<file path="config.mk">
export PLATFORM = sky130hd
export DESIGN_NAME = newton_square_root_unit_flat
export DESIGN_NICKNAME = d
export VERILOG_FILES = /design/src/rtl/nsr_pkg.sv /design/src/rtl/nsr_if.sv /design/src/rtl/nsr_divider.sv /design/src/rtl/newton_square_root_unit.sv /design/src/flat_wrapper.sv
export SDC_FILE = /design/constraint.sdc
export NUM_CORES = 2
export LEC_CHECK = 0
export BUFFER_PORTS_ARGS = -buffer_cell sky130_fd_sc_hd__buf_2
export CORE_UTILIZATION = 53
export DETAILED_ROUTE_END_ITERATION = 8
export PLACE_DENSITY_LB_ADDON = 0.05
export SYNTH_ARGS = -nofsm -noshare
export SYNTH_HDL_FRONTEND = slang
export SYNTH_SLANG_ARGS = --single-unit
</file>
<file path="constraint.sdc">
create_clock -name clk -period 10.59 [get_ports clk]
set_input_delay 1.5885 -clock clk [delete_from_list [all_inputs] [get_ports clk]]
set_output_delay 1.5885 -clock clk [all_outputs]
set_load 0.01 [all_outputs]
</file>
<file path="src/rtl/nsr_pkg.sv">
package nsr_pkg;

    // Data format of the radicand, the guess and every estimate.
    localparam int DATA_WIDTH     = 32;
    localparam int FRACTION_BITS  = 16;
    localparam int MAX_ITERATIONS = 32;

    localparam int TOL_W  = 16;
    localparam int STEP_W = 6;
    localparam int STAT_W = 2;

    // Width of x*x and of the radicand aligned to it.
    localparam int SQ_W = 2 * DATA_WIDTH;
    // The divider works on half the magnitude, so one bit fewer.
    localparam int DIV_NUM_W = SQ_W - 1;
    localparam int DIV_CNT_W = $clog2(DIV_NUM_W);

    typedef logic [DATA_WIDTH-1:0] data_t;
    typedef logic [STEP_W-1:0]     step_t;

    typedef enum logic [STAT_W-1:0] {
        STATUS_CONVERGED  = 2'd0,
        STATUS_ZERO_GUESS = 2'd1,
        STATUS_LIMIT      = 2'd2
    } nsr_status_t;

    typedef enum logic [2:0] {
        ST_IDLE,
        ST_CHECK,
        ST_MULT,
        ST_DIFF,
        ST_DIVIDE,
        ST_UPDATE,
        ST_OUTPUT
    } nsr_state_t;

endpackage

</file>
<file path="src/rtl/nsr_if.sv">
interface nsr_in_if;
    import nsr_pkg::*;

    logic  valid;
    logic  ready;
    data_t radicand;
    data_t initial_guess;

    modport source (output valid, output radicand, output initial_guess, input ready);
    modport sink   (input valid, input radicand, input initial_guess, output ready);
endinterface

interface nsr_out_if;
    import nsr_pkg::*;

    logic              valid;
    logic              ready;
    data_t             root;
    logic [STAT_W-1:0] status;
    step_t             iterations_used;

    modport source (output valid, output root, output status, output iterations_used,
                    input ready);
    modport sink   (input valid, input root, input status, input iterations_used,
                    output ready);
endinterface

</file>
<file path="src/rtl/nsr_divider.sv">
module nsr_divider (
    input  logic                             clk,
    input  logic                             rst_n,
    input  logic                             start,
    input  logic [nsr_pkg::DIV_NUM_W-1:0]    numerator,
    input  nsr_pkg::data_t                   divisor,
    output logic                             done,
    output logic [nsr_pkg::DIV_NUM_W-1:0]    quotient
);
    import nsr_pkg::*;

    // Restoring division, one quotient bit per cycle, most significant first.
    logic                 busy_reg;
    logic                 done_reg;
    logic [DIV_CNT_W-1:0] cnt_reg;
    logic [DIV_NUM_W-1:0] num_reg;
    logic [DIV_NUM_W-1:0] quo_reg;
    data_t                rem_reg;
    data_t                div_reg;

    logic [DATA_WIDTH:0]  rem_shift;
    logic                 take;
    data_t                rem_next;

    always_comb
    begin
        rem_shift = {rem_reg, num_reg[DIV_NUM_W-1]};
        take      = rem_shift >= {1'b0, div_reg};
        if (take)
        begin
            rem_next = DATA_WIDTH'(rem_shift - {1'b0, div_reg});
        end
        else
        begin
            rem_next = rem_shift[DATA_WIDTH-1:0];
        end
    end

    always_ff @(posedge clk or negedge rst_n)
    begin
        if (!rst_n)
        begin
            busy_reg <= 1'b0;
            done_reg <= 1'b0;
            cnt_reg  <= '0;
        end
        else
        begin
            done_reg <= busy_reg && (cnt_reg == '0);
            if (start)
            begin
                busy_reg <= 1'b1;
                cnt_reg  <= DIV_CNT_W'(DIV_NUM_W - 1);
            end
            else if (busy_reg)
            begin
                if (cnt_reg == '0)
                begin
                    busy_reg <= 1'b0;
                end
                else
                begin
                    cnt_reg <= cnt_reg - 1'b1;
                end
            end
        end
    end

    always_ff @(posedge clk)
    begin
        if (start)
        begin
            num_reg <= numerator;
            div_reg <= divisor;
            rem_reg <= '0;
            quo_reg <= '0;
        end
        else if (busy_reg)
        begin
            num_reg <= {num_reg[DIV_NUM_W-2:0], 1'b0};
            rem_reg <= rem_next;
            quo_reg <= {quo_reg[DIV_NUM_W-2:0], take};
        end
    end

    assign done     = done_reg;
    assign quotient = quo_reg;

endmodule

</file>
<file path="src/rtl/newton_square_root_unit.sv">
// From acceptance, a zero guess goes straight to the output stage. Any other guess is
// checked for convergence first, and each Newton step then passes through square,
// difference, divide and update before the next check; the divider sets the step time.
// A new item is taken only once the sequencer has placed the last result and is idle again.
// Reset (rst_n, asynchronous, active low) returns the sequencer to idle, drops the result
// valid and sets the tolerance register to 1.
module newton_square_root_unit (
    input  logic                        clk,
    input  logic                        rst_n,
    input  logic                        tolerance_we,
    input  logic [nsr_pkg::TOL_W-1:0]   tolerance_wdata,
    nsr_in_if.sink                      req,
    nsr_out_if.source                   rsp
);
    import nsr_pkg::*;

    localparam data_t MAXV = '1;

    // Sequencer state and the working registers of one item.
    nsr_state_t        state_reg, state_next;
    logic [TOL_W-1:0]  tol_reg;
    data_t             num_reg, num_next;
    data_t             cur_reg, cur_next;
    data_t             prev_reg, prev_next;
    step_t             steps_reg, steps_next;
    nsr_status_t       stat_reg, stat_next;
    logic [SQ_W-1:0]   sq_reg, sq_next;
    logic              below_reg, below_next;

    // Result held for the downstream side, so the sequencer can be released.
    logic              out_valid_reg, out_valid_next;
    data_t             out_root_reg, out_root_next;
    nsr_status_t       out_stat_reg, out_stat_next;
    step_t             out_steps_reg, out_steps_next;

    // Divider for the Newton step.
    logic                 div_start;
    logic                 div_done;
    logic [DIV_NUM_W-1:0] div_num;
    logic [DIV_NUM_W-1:0] div_quo;

    logic [SQ_W-1:0]      aligned_num;
    logic                 below_now;
    logic [SQ_W-1:0]      magnitude;
    data_t                est_diff;
    logic [DATA_WIDTH:0]  up_sum;
    logic                 up_saturate;

    nsr_divider u_div (
        .clk       (clk),
        .rst_n     (rst_n),
        .start     (div_start),
        .numerator (div_num),
        .divisor   (cur_reg),
        .done      (div_done),
        .quotient  (div_quo)
    );

    // The radicand is brought to the format of x*x, and the magnitude of the error is
    // halved on its way into the divider: floor(floor(m/2)/x) equals floor(m/(2x)).
    always_comb
    begin
        aligned_num = SQ_W'(num_reg) << FRACTION_BITS;
        below_now   = sq_reg < aligned_num;
        if (below_now)
        begin
            magnitude = aligned_num - sq_reg;
        end
        else
        begin
            magnitude = sq_reg - aligned_num;
        end
        div_num   = magnitude[SQ_W-1:1];
        div_start = (state_reg == ST_DIFF);

        if (cur_reg >= prev_reg)
        begin
            est_diff = cur_reg - prev_reg;
        end
        else
        begin
            est_diff = prev_reg - cur_reg;
        end

        // A step upward saturates at the largest estimate.
        up_sum      = {1'b0, cur_reg} + {1'b0, div_quo[DATA_WIDTH-1:0]};
        up_saturate = (div_quo[DIV_NUM_W-1:DATA_WIDTH] != '0) || up_sum[DATA_WIDTH];
    end

    always_comb
    begin
        state_next     = state_reg;
        num_next       = num_reg;
        cur_next       = cur_reg;
        prev_next      = prev_reg;
        steps_next     = steps_reg;
        stat_next      = stat_reg;
        sq_next        = sq_reg;
        below_next     = below_reg;
        out_valid_next = out_valid_reg;
        out_root_next  = out_root_reg;
        out_stat_next  = out_stat_reg;
        out_steps_next = out_steps_reg;

        if (out_valid_reg && rsp.ready)
        begin
            out_valid_next = 1'b0;
        end

        case (state_reg)
            ST_IDLE:
            begin
                if (req.valid)
                begin
                    num_next   = req.radicand;
                    cur_next   = req.initial_guess;
                    prev_next  = '0;
                    steps_next = '0;
                    if (req.initial_guess == '0)
                    begin
                        stat_next  = STATUS_ZERO_GUESS;
                        state_next = ST_OUTPUT;
                    end
                    else
                    begin
                        state_next = ST_CHECK;
                    end
                end
            end
            ST_CHECK:
            begin
                // Convergence is tested before the step limit.
                if (est_diff <= DATA_WIDTH'(tol_reg))
                begin
                    stat_next  = STATUS_CONVERGED;
                    state_next = ST_OUTPUT;
                end
                else if (steps_reg >= STEP_W'(MAX_ITERATIONS))
                begin
                    stat_next  = STATUS_LIMIT;
                    state_next = ST_OUTPUT;
                end
                else
                begin
                    prev_next  = cur_reg;
                    state_next = ST_MULT;
                end
            end
            ST_MULT:
            begin
                sq_next    = cur_reg * cur_reg;
                state_next = ST_DIFF;
            end
            ST_DIFF:
            begin
                below_next = below_now;
                state_next = ST_DIVIDE;
            end
            ST_DIVIDE:
            begin
                if (div_done)
                begin
                    state_next = ST_UPDATE;
                end
            end
            ST_UPDATE:
            begin
                if (!below_reg)
                begin
                    cur_next = cur_reg - div_quo[DATA_WIDTH-1:0];
                end
                else if (up_saturate)
                begin
                    cur_next = MAXV;
                end
                else
                begin
                    cur_next = up_sum[DATA_WIDTH-1:0];
                end
                steps_next = steps_reg + 1'b1;
                state_next = ST_CHECK;
            end
            ST_OUTPUT:
            begin
                // A zero guess leaves the estimate at zero, which is the root it reports.
                if (!out_valid_reg || rsp.ready)
                begin
                    out_valid_next = 1'b1;
                    out_root_next  = cur_reg;
                    out_stat_next  = stat_reg;
                    out_steps_next = steps_reg;
                    state_next     = ST_IDLE;
                end
            end
            default:
            begin
                state_next = ST_IDLE;
            end
        endcase
    end

    always_ff @(posedge clk or negedge rst_n)
    begin
        if (!rst_n)
        begin
            state_reg     <= ST_IDLE;
            out_valid_reg <= 1'b0;
            tol_reg       <= TOL_W'(1);
        end
        else
        begin
            state_reg     <= state_next;
            out_valid_reg <= out_valid_next;
            if (tolerance_we)
            begin
                tol_reg <= tolerance_wdata;
            end
        end
    end

    always_ff @(posedge clk)
    begin
        num_reg       <= num_next;
        cur_reg       <= cur_next;
        prev_reg      <= prev_next;
        steps_reg     <= steps_next;
        stat_reg      <= stat_next;
        sq_reg        <= sq_next;
        below_reg     <= below_next;
        out_root_reg  <= out_root_next;
        out_stat_reg  <= out_stat_next;
        out_steps_reg <= out_steps_next;
    end

    assign req.ready           = (state_reg == ST_IDLE);
    assign rsp.valid           = out_valid_reg;
    assign rsp.root            = out_root_reg;
    assign rsp.status          = out_stat_reg;
    assign rsp.iterations_used = out_steps_reg;

endmodule

</file>
<file path="src/flat_wrapper.sv">
// flat-port wrapper written by rule: the top's interface ports become plain ports
module newton_square_root_unit_flat import nsr_pkg::*;
  (clk, rst_n, tolerance_we, tolerance_wdata, req_valid, req_radicand, req_initial_guess, req_ready, rsp_valid, rsp_root, rsp_status, rsp_iterations_used, rsp_ready);
  nsr_in_if req_i ();
  nsr_out_if rsp_i ();
  input  logic clk;
  input  logic rst_n;
  input  logic tolerance_we;
  input  logic [nsr_pkg::TOL_W-1:0] tolerance_wdata;
  input wire logic [$bits(req_i.valid)-1:0] req_valid;
  input wire logic [$bits(req_i.radicand)-1:0] req_radicand;
  input wire logic [$bits(req_i.initial_guess)-1:0] req_initial_guess;
  output wire logic [$bits(req_i.ready)-1:0] req_ready;
  output wire logic [$bits(rsp_i.valid)-1:0] rsp_valid;
  output wire logic [$bits(rsp_i.root)-1:0] rsp_root;
  output wire logic [$bits(rsp_i.status)-1:0] rsp_status;
  output wire logic [$bits(rsp_i.iterations_used)-1:0] rsp_iterations_used;
  input wire logic [$bits(rsp_i.ready)-1:0] rsp_ready;
  assign req_i.valid = req_valid;
  assign req_i.radicand = req_radicand;
  assign req_i.initial_guess = req_initial_guess;
  assign req_ready = req_i.ready;
  assign rsp_valid = rsp_i.valid;
  assign rsp_root = rsp_i.root;
  assign rsp_status = rsp_i.status;
  assign rsp_iterations_used = rsp_i.iterations_used;
  assign rsp_i.ready = rsp_ready;
  newton_square_root_unit u_core (.clk(clk), .rst_n(rst_n), .tolerance_we(tolerance_we), .tolerance_wdata(tolerance_wdata), .req(req_i), .rsp(rsp_i));
endmodule
</file>
==> metrics.md <==
| Metric | Value |
|---|---|
| Status | complete, no violations |
| Initial antenna violation count | 5 |
| Antenna-violating nets left | 0 |
| Drt first pass iters | 7 |
| First-pass GRT wire length | roughly 270000 um |
| H-tree levels | 2 |
| Vias in the first global route | 45500 |
| Period minus WS final | 9410 ps |
| Synth-to-layout area growth | 6.68% |
| Post-layout net count | 7692 |
| CTS tree | done |
| Top FF cell, synth | edfxtp_1 |
| CTS Hold Bufs | 0 |
| Initial Util | 0.534 |
| Maxcap violations | 0 |
| Clock sinks | 426 |
| CTS Buf Count | 54 |
| Core area | 0.107 sq mm |
| Drt drc | 0 |
| Via density | 5.74 |
| Syn Inst Count | around 6300 |
| EDFF count, synth | 303 |
| Kind of critical path | flip-flop to flip-flop |
| CTS max path bufs | 3 |
| Mux share of post-synthesis cell area | 0.0209 |
| CP endpoint kind | flip-flop |
| Share of layout cells above drive strength 1 | 0.0590 |
| Post-synthesis xor/xnor area fraction | 0.0362 |
| Most frequent cells in the layout | 1242 x inv_1, 796 x fa_1, 605 x nor2_1 |
| Clock slew at reported path FFs | 60 ps |
| Worst Clk Skew | around 85 ps |
| Adder-Cell Fraction of Synth Area | 0.397 |
| Post-Syn Area | approximately 0.057 sq mm |
| Later-pin clock latency in the skew report | between 700 and 800 ps |
| # setup viols final | 0 |
| Startpoint types | flip-flop |
| Fmax | 0.106 GHz |
| Synth Net Count | 7688 |
| Filler Cell Count | 9968 |
| Detailed-route via count | 44300 |
| Root buffer cell | clkbuf_16 |
| I/O Buffers | roughly 130 |
| Unique masters post-synth | 95 |
| #FFs+latches synth | 426 |
| Slew @ Worst Pin | 1290 ps |
| Setup TNS | 0 ps |
| Arr. time, crit path | 9790 ps |
| Commonest non-fill, non-tap cell in the layout | inv_1 |
| Gr ovfl total | 0 |
| Yosys warns | 0 |
| Critical Path RT | 10970 ps |
| Initial DRC count | ~3700 |
| Die area | 0.109 sq mm |
| # rows | 120 |
| Post-synthesis sequential area ratio | 0.205 |
| Hold/Removal Path Class | flip-flop to flip-flop |
| Horiz. Die Dim | between 300 and 400 um |
| Post-CTS setup repair buffer count | 0 |
| GRT Overall Usage | 0.335 |
| Routed len/inst | 23.1 um |
| Largest net degree at the start of global routing | 126 |
| Slew headroom | 0.139 |
| Chip height | 330 um |
| Hold Fails Final Rpt | 0 |
| Final GP Congestion | roughly 0.95 |
| Simple-gate share of the synthesized area | 0.120 |
| Routed WL | roughly 180000 um |
| DP HPWL | between 100000 and 150000 um |
| Async set-reset flop share out of synthesis | 0.0657 |
| Compound-Gate Fraction of Synth Area | 0.122 |
| Resized cells post-CTS | 0 |
| Synth Area per Inst | 9.12 sq um |
| Io pins | approximately 130 |
| Largest family of logic cells by synthesized area | adder cells |
| RSZ-0062 raised after global routing | no |
| Maximum fanout along the worst path | 24 |
| Final Cycle Share | 0.889 |
| Max-slew violations | 0 |
[cells in the mapped netlist, types with 10 or more instances]
library cell	n	share of area
a211oi_1	48	0.0063
a21boi_0	13	0.0017
a21o_1	140	0.018
a21oi_1	331	0.029
a221oi_1	20	0.0031
a31o_2	22	0.0034
a31oi_1	32	0.0035
and2_1	44	0.0048
and3_1	24	0.0026
buf_1	27	0.0018
buf_2	27	0.0024
clkbuf_1	198	0.013
clkinv_1	10	0.00066
dfrtp_1	27	0.012
dfxtp_1	95	0.033
edfxtp_1	303	0.16
fa_1	796	0.28
ha_1	538	0.12
inv_1	1243	0.082
mux2i_1	109	0.019
nand2_1	515	0.034
nand2b_1	32	0.0035
nand3_1	61	0.0053
nand4_1	50	0.0055
nor2_1	607	0.040
nor2b_1	31	0.0034
nor3_1	61	0.0053
nor4_1	40	0.0044
o211ai_1	24	0.0032
o21a_1	21	0.0028
o21ai_0	247	0.022
o21bai_1	43	0.0056
o31ai_1	27	0.0035
or2_2	22	0.0024
or3_1	19	0.0021
xnor2_1	151	0.023
xor2_1	85	0.013
[per-stage QoR]
step	hold slack [ps]	area, sq um	cells	utilization	worst slack, ps
floorplan	400	57200	6269	-	2260
global placement	407	59200	7620	0.553	1450
detailed placement	408	59200	7620	0.553	1310
CTS	422	61000	7721	0.569	1290
global route	427	61000	7721	0.569	753
finish	421	61000	7724	0.570	1180
[metal layers]
metal / GRT usage / share of wire
met1: 0.456 / 0.43
met2: 0.538 / 0.46
met3: 0.0513 / 0.069
met4: 0.129 / 0.041
met5: 0 / 0.000073
[final cells by class]
class                      instances  area, sq um  share of cell area
antenna                            3         7.51            0.000123
clock buffer                      73         1480              0.0243
clock inverter                    28          327             0.00536
inverter                        1254         4710              0.0772
multi-input combinational       4333        39800               0.652
sequential                       426        11700               0.192
tap                             1403         1760              0.0288
timing repair buffer             204         1230              0.0202
[kinds of logic (layout without fill, tap and decap cells)]
group,count (synthesis),in the layout
other,0,3
XOR/XNOR,236,236
flip-flops,426,426
adder cells (fa/ha/maj),1334,1334
AO/OA/AOI/OAI,1095,1095
AND/OR/NAND/NOR,1550,1550
multiplexers,118,118
buffers and inverters,1510,1559
[critical path: stages (launching register included)]
cell and delay, ps:
edfxtp_1 380, inv_1 880, nor2_1 260, fa_1 570, fa_1 550, inv_1 60, fa_1 530, inv_1 80
fa_1 500, fa_1 560, fa_1 420, fa_1 510, fa_1 410, ha_1 390, nand4_1 250, nor2_1 90
a2111oi_0 420, o211ai_1 180, a21oi_1 430, o21ai_1 230, o221ai_1 270, o22ai_1 210, or4b_1 520, a311oi_1 320
xnor2_1 90
[final timing paths]
path / slack [ps] / cells past startpoint / startpoint / to
hold / removal: 420 / 0 / u_core.stat_reg[1]$_SDFFCE_PN0P_ / u_core.rsp.status[1]$_DFFE_PP_
min in group asynchronous: 990 / 1 / rst_n / u_core.u_div.busy_reg$_DFF_PN0_
setup / recovery: 1180 / 24 / u_core.cur_reg[10]$_DFFE_PP_ / u_core.sq_reg[62]$_DFFE_PN_
setup reg to reg: 1180 / 24 / u_core.cur_reg[10]$_DFFE_PP_ / u_core.sq_reg[62]$_DFFE_PN_
max in group asynchronous: 8990 / 1 / rst_n / u_core.u_div.busy_reg$_DFF_PN0_
hold reg to reg: 420 / 0 / u_core.stat_reg[1]$_SDFFCE_PN0P_ / u_core.rsp.status[1]$_DFFE_PP_
Power is left out: the tool's default activity adds up to more than one toggle a clock period on the data nets, which glitch-free logic cannot reach.
